==> src/design/swmp_divider.sv <==
// ============================================================================
// swmp_divider: restoring divider
// Divides the scaled window sum by the sample count, one quotient bit a cycle.
// ============================================================================
module swmp_divider #(
    parameter int NUM_W = 48,
    parameter int DEN_W = 11
) (
    input  logic             aclk,
    input  logic             aresetn,
    input  logic             start,
    input  logic [NUM_W-1:0] numer,
    input  logic [DEN_W-1:0] denom,
    output logic             done,
    output logic [NUM_W-1:0] quot
);
    localparam int IW = $clog2(NUM_W + 1);

    logic [NUM_W-1:0] q_reg;
    logic [DEN_W:0]   r_reg;
    logic [DEN_W-1:0] d_reg;
    logic [IW-1:0]    i_reg;
    logic             busy_reg;
    logic             done_reg;
    logic [DEN_W:0]   trial;
    logic [DEN_W:0]   diff;

    always_comb begin
        trial = {r_reg[DEN_W-1:0], q_reg[NUM_W-1]};
        diff  = trial - {1'b0, d_reg};
    end

    always_ff @(posedge aclk) begin
        if (!aresetn) begin
            busy_reg <= 1'b0;
            done_reg <= 1'b0;
            i_reg    <= '0;
        end else begin
            done_reg <= 1'b0;
            if (start) begin
                busy_reg <= 1'b1;
                q_reg    <= numer;
                r_reg    <= '0;
                d_reg    <= denom;
                i_reg    <= IW'(NUM_W);
            end else if (busy_reg) begin
                if (trial >= {1'b0, d_reg}) begin
                    r_reg <= diff;
                    q_reg <= {q_reg[NUM_W-2:0], 1'b1};
                end else begin
                    r_reg <= trial;
                    q_reg <= {q_reg[NUM_W-2:0], 1'b0};
                end
                i_reg <= i_reg - 1'b1;
                if (i_reg == IW'(1)) begin
                    busy_reg <= 1'b0;
                    done_reg <= 1'b1;
                end
            end
        end
    end

    assign done = done_reg;
    assign quot = q_reg;
endmodule

==> config.mk <==
export PLATFORM = sky130hd
export DESIGN_NAME = swmp_divider
export DESIGN_NICKNAME = d
export VERILOG_FILES = /design/src/design/swmp_divider.sv
export SDC_FILE = /design/constraint.sdc
export NUM_CORES = 1
export LEC_CHECK = 0
export ABC_CLOCK_PERIOD_IN_PS = 4100
export BUFFER_PORTS_ARGS = -buffer_cell sky130_fd_sc_hd__buf_2
export CAP_MARGIN = 0
export CORE_ASPECT_RATIO = 0.75
export CORE_MARGIN = 1
export CORE_UTILIZATION = 55
export DETAILED_ROUTE_END_ITERATION = 10
export PLACE_DENSITY = 0.91
export SLEW_MARGIN = 20
export SYNTH_ARGS = -nofsm -noshare
export SYNTH_HDL_FRONTEND = slang
export SYNTH_SLANG_ARGS = --single-unit
export TNS_END_PERCENT = 30
==> constraint.sdc <==
create_clock -name aclk -period 4.1 [get_ports aclk]
set_input_delay 0.82 -clock aclk [delete_from_list [all_inputs] [get_ports aclk]]
set_output_delay 0.82 -clock aclk [all_outputs]
set_load 0.005 [all_outputs]
======== Word level (Yosys, flattened, before mapping) ========
Index checks and enable logic that the tools add are counted.
cells by class
  multiplexer cells ....................... 11
  equality and inequality tests ........... 1
  bitwise gates (word level) .............. 2
  reductions and logical operators ........ 5
  add/sub/neg operators ................... 2
  $lt $le $gt $ge ......................... 1
operator list
  cell                                                                    number
  48-bit two-way mux                                                      2
  11-bit two-way mux                                                      2
  12-bit by 11-bit greater-or-equal comparator with 1-bit output          1
  6-bit two-way mux                                                       2
  11-bit subtractor                                                       1
  6-bit by 1-bit equality test with 1-bit output (second input constant)  1
  6-bit by 1-bit subtractor with 6-bit output (second input constant)     1
  1-bit two-way mux                                                       5
  2-bit AND reduction                                                     2
  3-bit OR reduction                                                      1
  1-bit NOT                                                               2
  2-bit nonzero test                                                      1
  2-bit OR reduction                                                      1
word-level totals
  register bits after elaboration ......... 78
  logic and storage cells ................. 29
  output and inout bits ................... 49
  input bits .............................. 62

======== Depth between registers and ports, before layout ========
Gate-level depths: netlist of the first run.
  depth in word-level cells ............... 4
  depth in mapped cells ................... 10
  depth with buffers taken out ............ 9

======== Worst setup path after synthesis of the first run ========
No wires, ideal clock.
  path kind ............................... input port to flip-flop
  start point ............................. input start
  end point ............................... register q_reg[0] (netlist: quot[0]), enable pin
  path buffers ............................ 1
  cell stages on the path ................. 2
  slack ................................... 1.184 ns
  required time ........................... 3.678 ns
  library setup time ...................... 0.422 ns
  data arrival time ....................... 2.495 ns
  cells stage by stage .................... clkbuf_1 o21a_1
on the way
  word-level cells in the longest chain between the ends .. 2
RTL lines
  what                                  RTL line  RTL
  start: declaration                    11        input logic start,
  2-bit nonzero test (no source line)   -
  2-bit AND reduction (no source line)  -
  end signal: assignment                42        q_reg <= numer;
  end signal: assignment                49        q_reg <= {q_reg[NUM_W-2:0], 1'b1};
  end signal: assignment                52        q_reg <= {q_reg[NUM_W-2:0], 1'b0};
  end: declaration                      19        logic [NUM_W-1:0] q_reg;
Every way passes these cells.
A chain may end at the register's enable or synchronous reset.

======== Worst setup path in the final report of the first run ========
  start point ............................. register q_reg[47] (netlist: quot[47])
  end point ............................... register r_reg[10], data pin
on the way
  word-level cells in the longest chain between the ends .. 3
  elaborated cells between the ends (all ways) .. 4
  those cells by class .................... add/sub (1); order compare (1); mux (2)
RTL lines
  what                                                                                                 RTL line  RTL
  11-bit subtractor or 12-bit by 11-bit greater-or-equal comparator with 1-bit output (tied branches)  30, 47
  11-bit two-way mux (*)                                                                               47        if (trial >= {1'b0, d_reg}) begin
  11-bit two-way mux (*)                                                                               46        end else if (busy_reg) begin
  end signal: assignment                                                                               48        r_reg <= diff;
  end signal: assignment                                                                               51        r_reg <= trial;
  end: declaration                                                                                     20        logic [DEN_W:0] r_reg;
Mark *: on every way between the ends. The rest lies on a longest branch, timed or not. The select of a mux whose other input is x is not followed.

==> results of run 1 <==
[power by group]
| group | switching, mW | internal [mW] | total, mW | leakage [nW] |
|---|---|---|---|---|
| sequential | 0.0316 | 0.943 | 0.975 | 0.734 |
| clock | 0.282 | 0.279 | 0.561 | 0.0941 |
| combinational | 0.186 | 0.182 | 0.368 | 1.08 |
[synth_stat cells, types with 4 or more instances]
cell / n / area (sq um)
ha_1: 13 / 163
inv_1: 19 / 71.3
a21o_1: 4 / 30.0
xnor2_1: 10 / 87.6
o21ai_0: 4 / 20.0
dfxtp_1: 8 / 160
nand2_1: 7 / 26.3
mux2i_1: 5 / 50.1
mux2_2: 49 / 552
a21oi_1: 5 / 25.0
nor2_1: 21 / 78.8
o21a_1: 7 / 52.6
clkbuf_1: 4 / 15.0
edfxtp_1: 70 / 2100
[layout by cell type, fill, tap and decap left out, drive strengths merged, types with 2 or more instances in the layout]
cell type / instances
a211oi: 2
a21o: 4
a21oi: 6
buf: 113
clkbuf: 10
clkinv: 3
dfxtp: 8
edfxtp: 70
ha: 13
inv: 20
mux2: 49
mux2i: 5
nand2: 7
nand2b: 3
nand3: 2
nand4: 2
nor2: 21
nor2b: 3
nor3: 3
o211ai: 2
o21a: 7
o21ai: 6
xnor2: 10
[per-layer routing]
layer	GRT usage	vias to the layer above
li1	-	1207
met1	0.279	1197
met2	0.357	87
met3	0.0561	21
met4	0.108	0
met5	0	-
[final timing paths]
path | slack, ps | startpoint | depth (start not counted) | to
max | 1480 | quot[47]$_DFFE_PP_ | 9 | r_reg[10]$_SDFFCE_PP0P_
min | 550 | i_reg[3]$_SDFFE_PP0P_ | 2 | i_reg[3]$_SDFFE_PP0P_
max reg2reg | 1480 | quot[47]$_DFFE_PP_ | 9 | r_reg[10]$_SDFFCE_PP0P_
min reg2reg | 550 | i_reg[3]$_SDFFE_PP0P_ | 2 | i_reg[3]$_SDFFE_PP0P_
[layout make-up]
type	instances	area [sq um]	area share
sequential	78	2260	0.493
inverter	19	71.3	0.0155
multi-input combinational	159	1390	0.304
clock buffer	10	128	0.0278
tap	81	101	0.0221
timing repair buffer	113	573	0.125
clock inverter	6	60.1	0.0131
[kinds of logic after synthesis]
family,synth area share
xor+xnor,0.0256
compound gates,0.0741
simple gates,0.0614
mux,0.160
flops,0.600
fa+ha+maj,0.0485
buf+inv,0.0302
[stage by stage]
step / std cells / area [sq um]
3_3_place_gp: 450 / 4400
5_1_grt: 466 / 4590
2_1_floorplan: 265 / 3770
6_report: 466 / 4590
3_5_place_dp: 450 / 4400
4_1_cts: 466 / 4590
[critical path, cell delays in order (launching register included)]
cell and delay, ps:
edfxtp_1 390, inv_1 90, ha_1 190, fa_1 220, nand2b_1 150, a21o_1 210, a21oi_4 80, o21ai_2 630
nor2_1 160, a32o_1 260
==> key figures, run 1 <==
Setup path
  • CP max FO: 14
  • Critical Path Sink Type: flop
  • Setup crit start kind: flop
  • Kind of critical path: flop to flop
  • Data required, critical path: 4210 ps
  • WP data arrival: 2730 ps

Drt
  • Metal-1 WL: 3320 um
  • Total wire length: 7650 um
  • Post-DRT Antenna Nets: 0
  • DR WL met2: 3770 um
  • WL met3: 354 um
  • WL per Instance: 16.4 um
  • # DRC: 0
  • Vias: 2512
  • Pre-Repair DR Iteration Count: 4
  • Avg Vias per Cell: 5.39
  • Max layer used: met4
  • DR iter-0 viols: 149

CTS
  • CTS H-tree lvls: 3
  • Clock Latency Late Sink: 350 ps
  • Root Buffer: clkbuf_8
  • Clock Path Buffers: 2
  • Post-CTS Repair Setup Buffers: 0
  • Clock Sinks: 78
  • CTS Hold Buffers Added: 0
  • CTS Buf Count: 9
  • CTS tree: done
  • CTS resizes: 0
  • Reg clk slew, reported paths: 80 ps

Timing
  • TNS Setup: 0 ps
  • Final Hold Fails: 0
  • Max-slew violation count: 0
  • Crit path time final: 2620 ps
  • Worst slew margin: 0.356
  • Final period utilization: 0.640
  • Hold_ws: 552 ps
  • Clock Skew: 13.1 ps
  • Unrepaired setup endpoints after global routing: false
  • Fmax: 0.381 GHz
  • Actual slew at the worst max-slew pin: 967 ps
  • # setup viols final: 0
  • Final WS setup: 1480 ps

Cells and area
  • Fraction of layout instances using a drive strength above 1: 0.475
  • Layout area overhead: 21.8%
  • Layout fillers: 446
  • Largest register FFs: 48
  • Fin util: 0.712
  • Diode count: 0
  • Nets: 456

Power
  • Power Dens Cells: 415 nW/um^2
  • VDD IR-drop max: 0.264 mV
  • Lkg Pwr: 1.91 nW
  • Total Power: 1.90 mW

Die
  • Initial core utilization: 0.585
  • Die height: 73.7 um
  • Die area: 7190 sq um
  • Die X-Extent: 97.6 um
  • Row count: 25
  • I/O Pins: 111
  • Placeable core region: 6440 sq um

Placed design
  • DP Worst Slack: 1520 ps
  • Final estimated routing congestion in global placement: 0.891
  • Port Buffers: 110
  • Post-DP HPWL: 5410 um

Worst hold path
  • Worst hold path class: flop to flop

Global routing
  • Initial antenna violation count: 0
  • GRT Util Overall: 0.219
  • First-pass GRT wire length: 12000 um
  • Vias in the first global route: 2477
  • GRT overflow: 0
  • Largest net degree at the start of global routing: 67

Yosys
  • Post-Synthesis Cells: 265
  • Yosys reg bits: 78
  • FFs w/ async S/R, synth: 0
  • Synthesized area: 3770 sq um
  • Yosys warnings: 0
  • Number of flops mapped to enable cells by yosys: 70
  • Synth Net Count: 341
  • Sequential share of the synthesized area: 0.600
  • Syn Area/Cell: 14.2 sq um
  • Netlist cell types: 41
  • Ys flop type: edfxtp_1

Status
  • Status: complete, no violations

Run
  • Max_cap viols: 0
Note: power is estimated with default switching activity, not from simulation.
==> run 2: changes to the inputs <==
ABC_CLOCK_PERIOD_IN_PS = 2500   (was 4100)
CORE_UTILIZATION = 52   (was 55)
PLACE_DENSITY = 0.87   (was 0.91)
clock period = 2.5 ns   (was 4.1 ns; I/O delays follow)
==> key figures, run 2 (synthesis gave the netlist of run 1 again) <==
Drt
  • Post-DRT Antenna Nets: 0
  • WL per Instance: 15.8 um
  • Total wire length: 7810 um
  • Pre-Repair DR Iteration Count: 4
  • DR iter-0 viols: 76
  • # DRC: 0
  • Avg Vias per Cell: 5.16
  • Vias: 2544

Timing
  • Unrepaired setup endpoints after global routing: false
  • Final Hold Fails: 0
  • Fmax: 0.417 GHz
  • Crit path time final: 2400 ps
  • Actual slew at the worst max-slew pin: 498 ps
  • Worst slew margin: 0.667
  • TNS Setup: 0 ps
  • Hold_ws: 319 ps
  • Final period utilization: 0.960
  • Max-slew violation count: 0
  • Clock Skew: 8.24 ps
  • # setup viols final: 0

Setup path
  • WP depth: 9
  • Critical Path, Cell by Cell: inv_1 -> ha_2 -> fa_2 -> nand2b_1 -> a21o_1 -> a211oi_2 -> o21ai_2 -> a21o_1 -> a32o_1
  • CP max FO: 3
  • WP data arrival: 2510 ps
  • Critical Path Sink Type: flop
  • Number of buffers and inverters on the critical path: 1
  • Critical path's top delay family: compound AO/OA/AOI/OAI gates
  • CP max stage cell: fa_2
  • Most used cell, CP: a21o_1
  • Reg2reg path depth: 9
  • Data required, critical path: 2610 ps
  • Setup crit start kind: flop
  • Crit-path max cell delay: 350 ps
  • Kind of critical path: flop to flop

Cells and area
  • Layout area overhead: 24.8%
  • Largest register FFs: 48
  • Commonest non-fill, non-tap cell in the layout: buf_2
  • Finished Cell Area: 4700 sq um
  • Layout fillers: 524
  • Fraction of layout instances using a drive strength above 1: 0.496
  • Diode count: 0
  • Fin util: 0.682
  • Nets: 466
  • Final Instance Count excl. Fillers: 493
  • Most frequent cells in the layout: 110 x buf_2, 70 x edfxtp_1, 49 x mux2_2

CTS
  • Clock Path Buffers: 2
  • CTS Hold Buffers Added: 0
  • Root Buffer: clkbuf_8
  • CTS tree: done
  • Clock Sinks: 78
  • Clock Latency Late Sink: 350 ps
  • CTS Buf Count: 9
  • CTS H-tree lvls: 3
  • Reg clk slew, reported paths: 70 ps

Die
  • Die area: 7590 sq um
  • Die X-Extent: 100 um
  • I/O Pins: 111
  • Row count: 26
  • Die height: 75.7 um
  • Placeable core region: 6900 sq um
  • Initial core utilization: 0.546

Placed design
  • Port Buffers: 110
  • Final estimated routing congestion in global placement: 0.843
  • Cells after DPL: 470
  • Post-DP HPWL: 5460 um
  • Placed cell areas: 4460 sq um

Power
  • Switch Pwr: 0.845 mW
  • Power Dens Cells: 661 nW/um^2
  • Clock share of power: 0.263
  • Sequential Power Share: 0.516
  • Internal: 2.26 mW
  • Switch share: 0.272
  • Lkg Pwr: 1.95 nW
  • VDD IR-drop max: 0.459 mV
  • Power share of the combinational group: 0.221

Status
  • Status: complete, no violations

Global routing
  • Vias in the first global route: 2511
  • Largest net degree at the start of global routing: 53
  • GRT Util Overall: 0.218
  • GRT overflow: 0
  • First-pass GRT wire length: 12100 um
  • Initial antenna violation count: 0

Worst hold path
  • Hold depth: 1
  • Worst hold path class: primary input to flop

Run
  • Max_cap viols: 0
==> run 2: cell type report <==
class | instances | area, sq um | area share
repair buffers | 123 | 661 | 0.141
multi-input cells | 159 | 1430 | 0.303
well taps | 98 | 123 | 0.0261
clock inverters | 4 | 25.0 | 0.00532
inverters | 19 | 71.3 | 0.0152
clock buffers | 12 | 135 | 0.0287
flip-flops and latches | 78 | 2260 | 0.481
==> run 2: layer usage <==
| metal | global-route usage | vias up | share of wire |
|---|---|---|---|
| li1 | - | 1230 | - |
| met1 | 0.270 | 1219 | 0.43 |
| met2 | 0.354 | 82 | 0.48 |
| met3 | 0.0881 | 13 | 0.072 |
| met4 | 0.0725 | 0 | 0.012 |
| met5 | 0 | - | 0 |
==> run 2: per-stage QoR <==
stage               worst slack (ps)  total power [mW]
floorplan                        190              2.04
global placement                84.6              2.22
detailed placement             -57.0              2.24
CTS                             4.03              3.07
global route                    34.0              3.25
finish                          99.8              3.11
==> run 2: path summary, 6_finish.rpt <==
path | endpoint | slack (ps) | from
max reg2reg | r_reg[10]$_SDFFCE_PP0P_ | 100 | quot[47]$_DFFE_PP_
max | r_reg[10]$_SDFFCE_PP0P_ | 100 | quot[47]$_DFFE_PP_
min reg2reg | i_reg[1]$_SDFFE_PP0P_ | 510 | i_reg[1]$_SDFFE_PP0P_
min | d_reg[9]$_DFFE_PP_ | 320 | denom[9]
==> run 2: power by group through the flow <==
| stage | sequential, mW | clock [mW] | combinational, mW |
|---|---|---|---|
| detailed placement | 1.63 | 0 | 0.615 |
| global placement | 1.62 | 0 | 0.594 |
| CTS | 1.60 | 0.847 | 0.626 |
| floorplan | 1.62 | 0 | 0.425 |
| global route | 1.61 | 0.887 | 0.753 |
| finish | 1.60 | 0.818 | 0.687 |
==> run 2: repair_timing <==
action | in CTS | in global routing
pin swaps | 0 | 4
gates resized for setup | 2 | 5
endpoints found under the setup margin | 3 | 2
setup buffers | 0 | 7
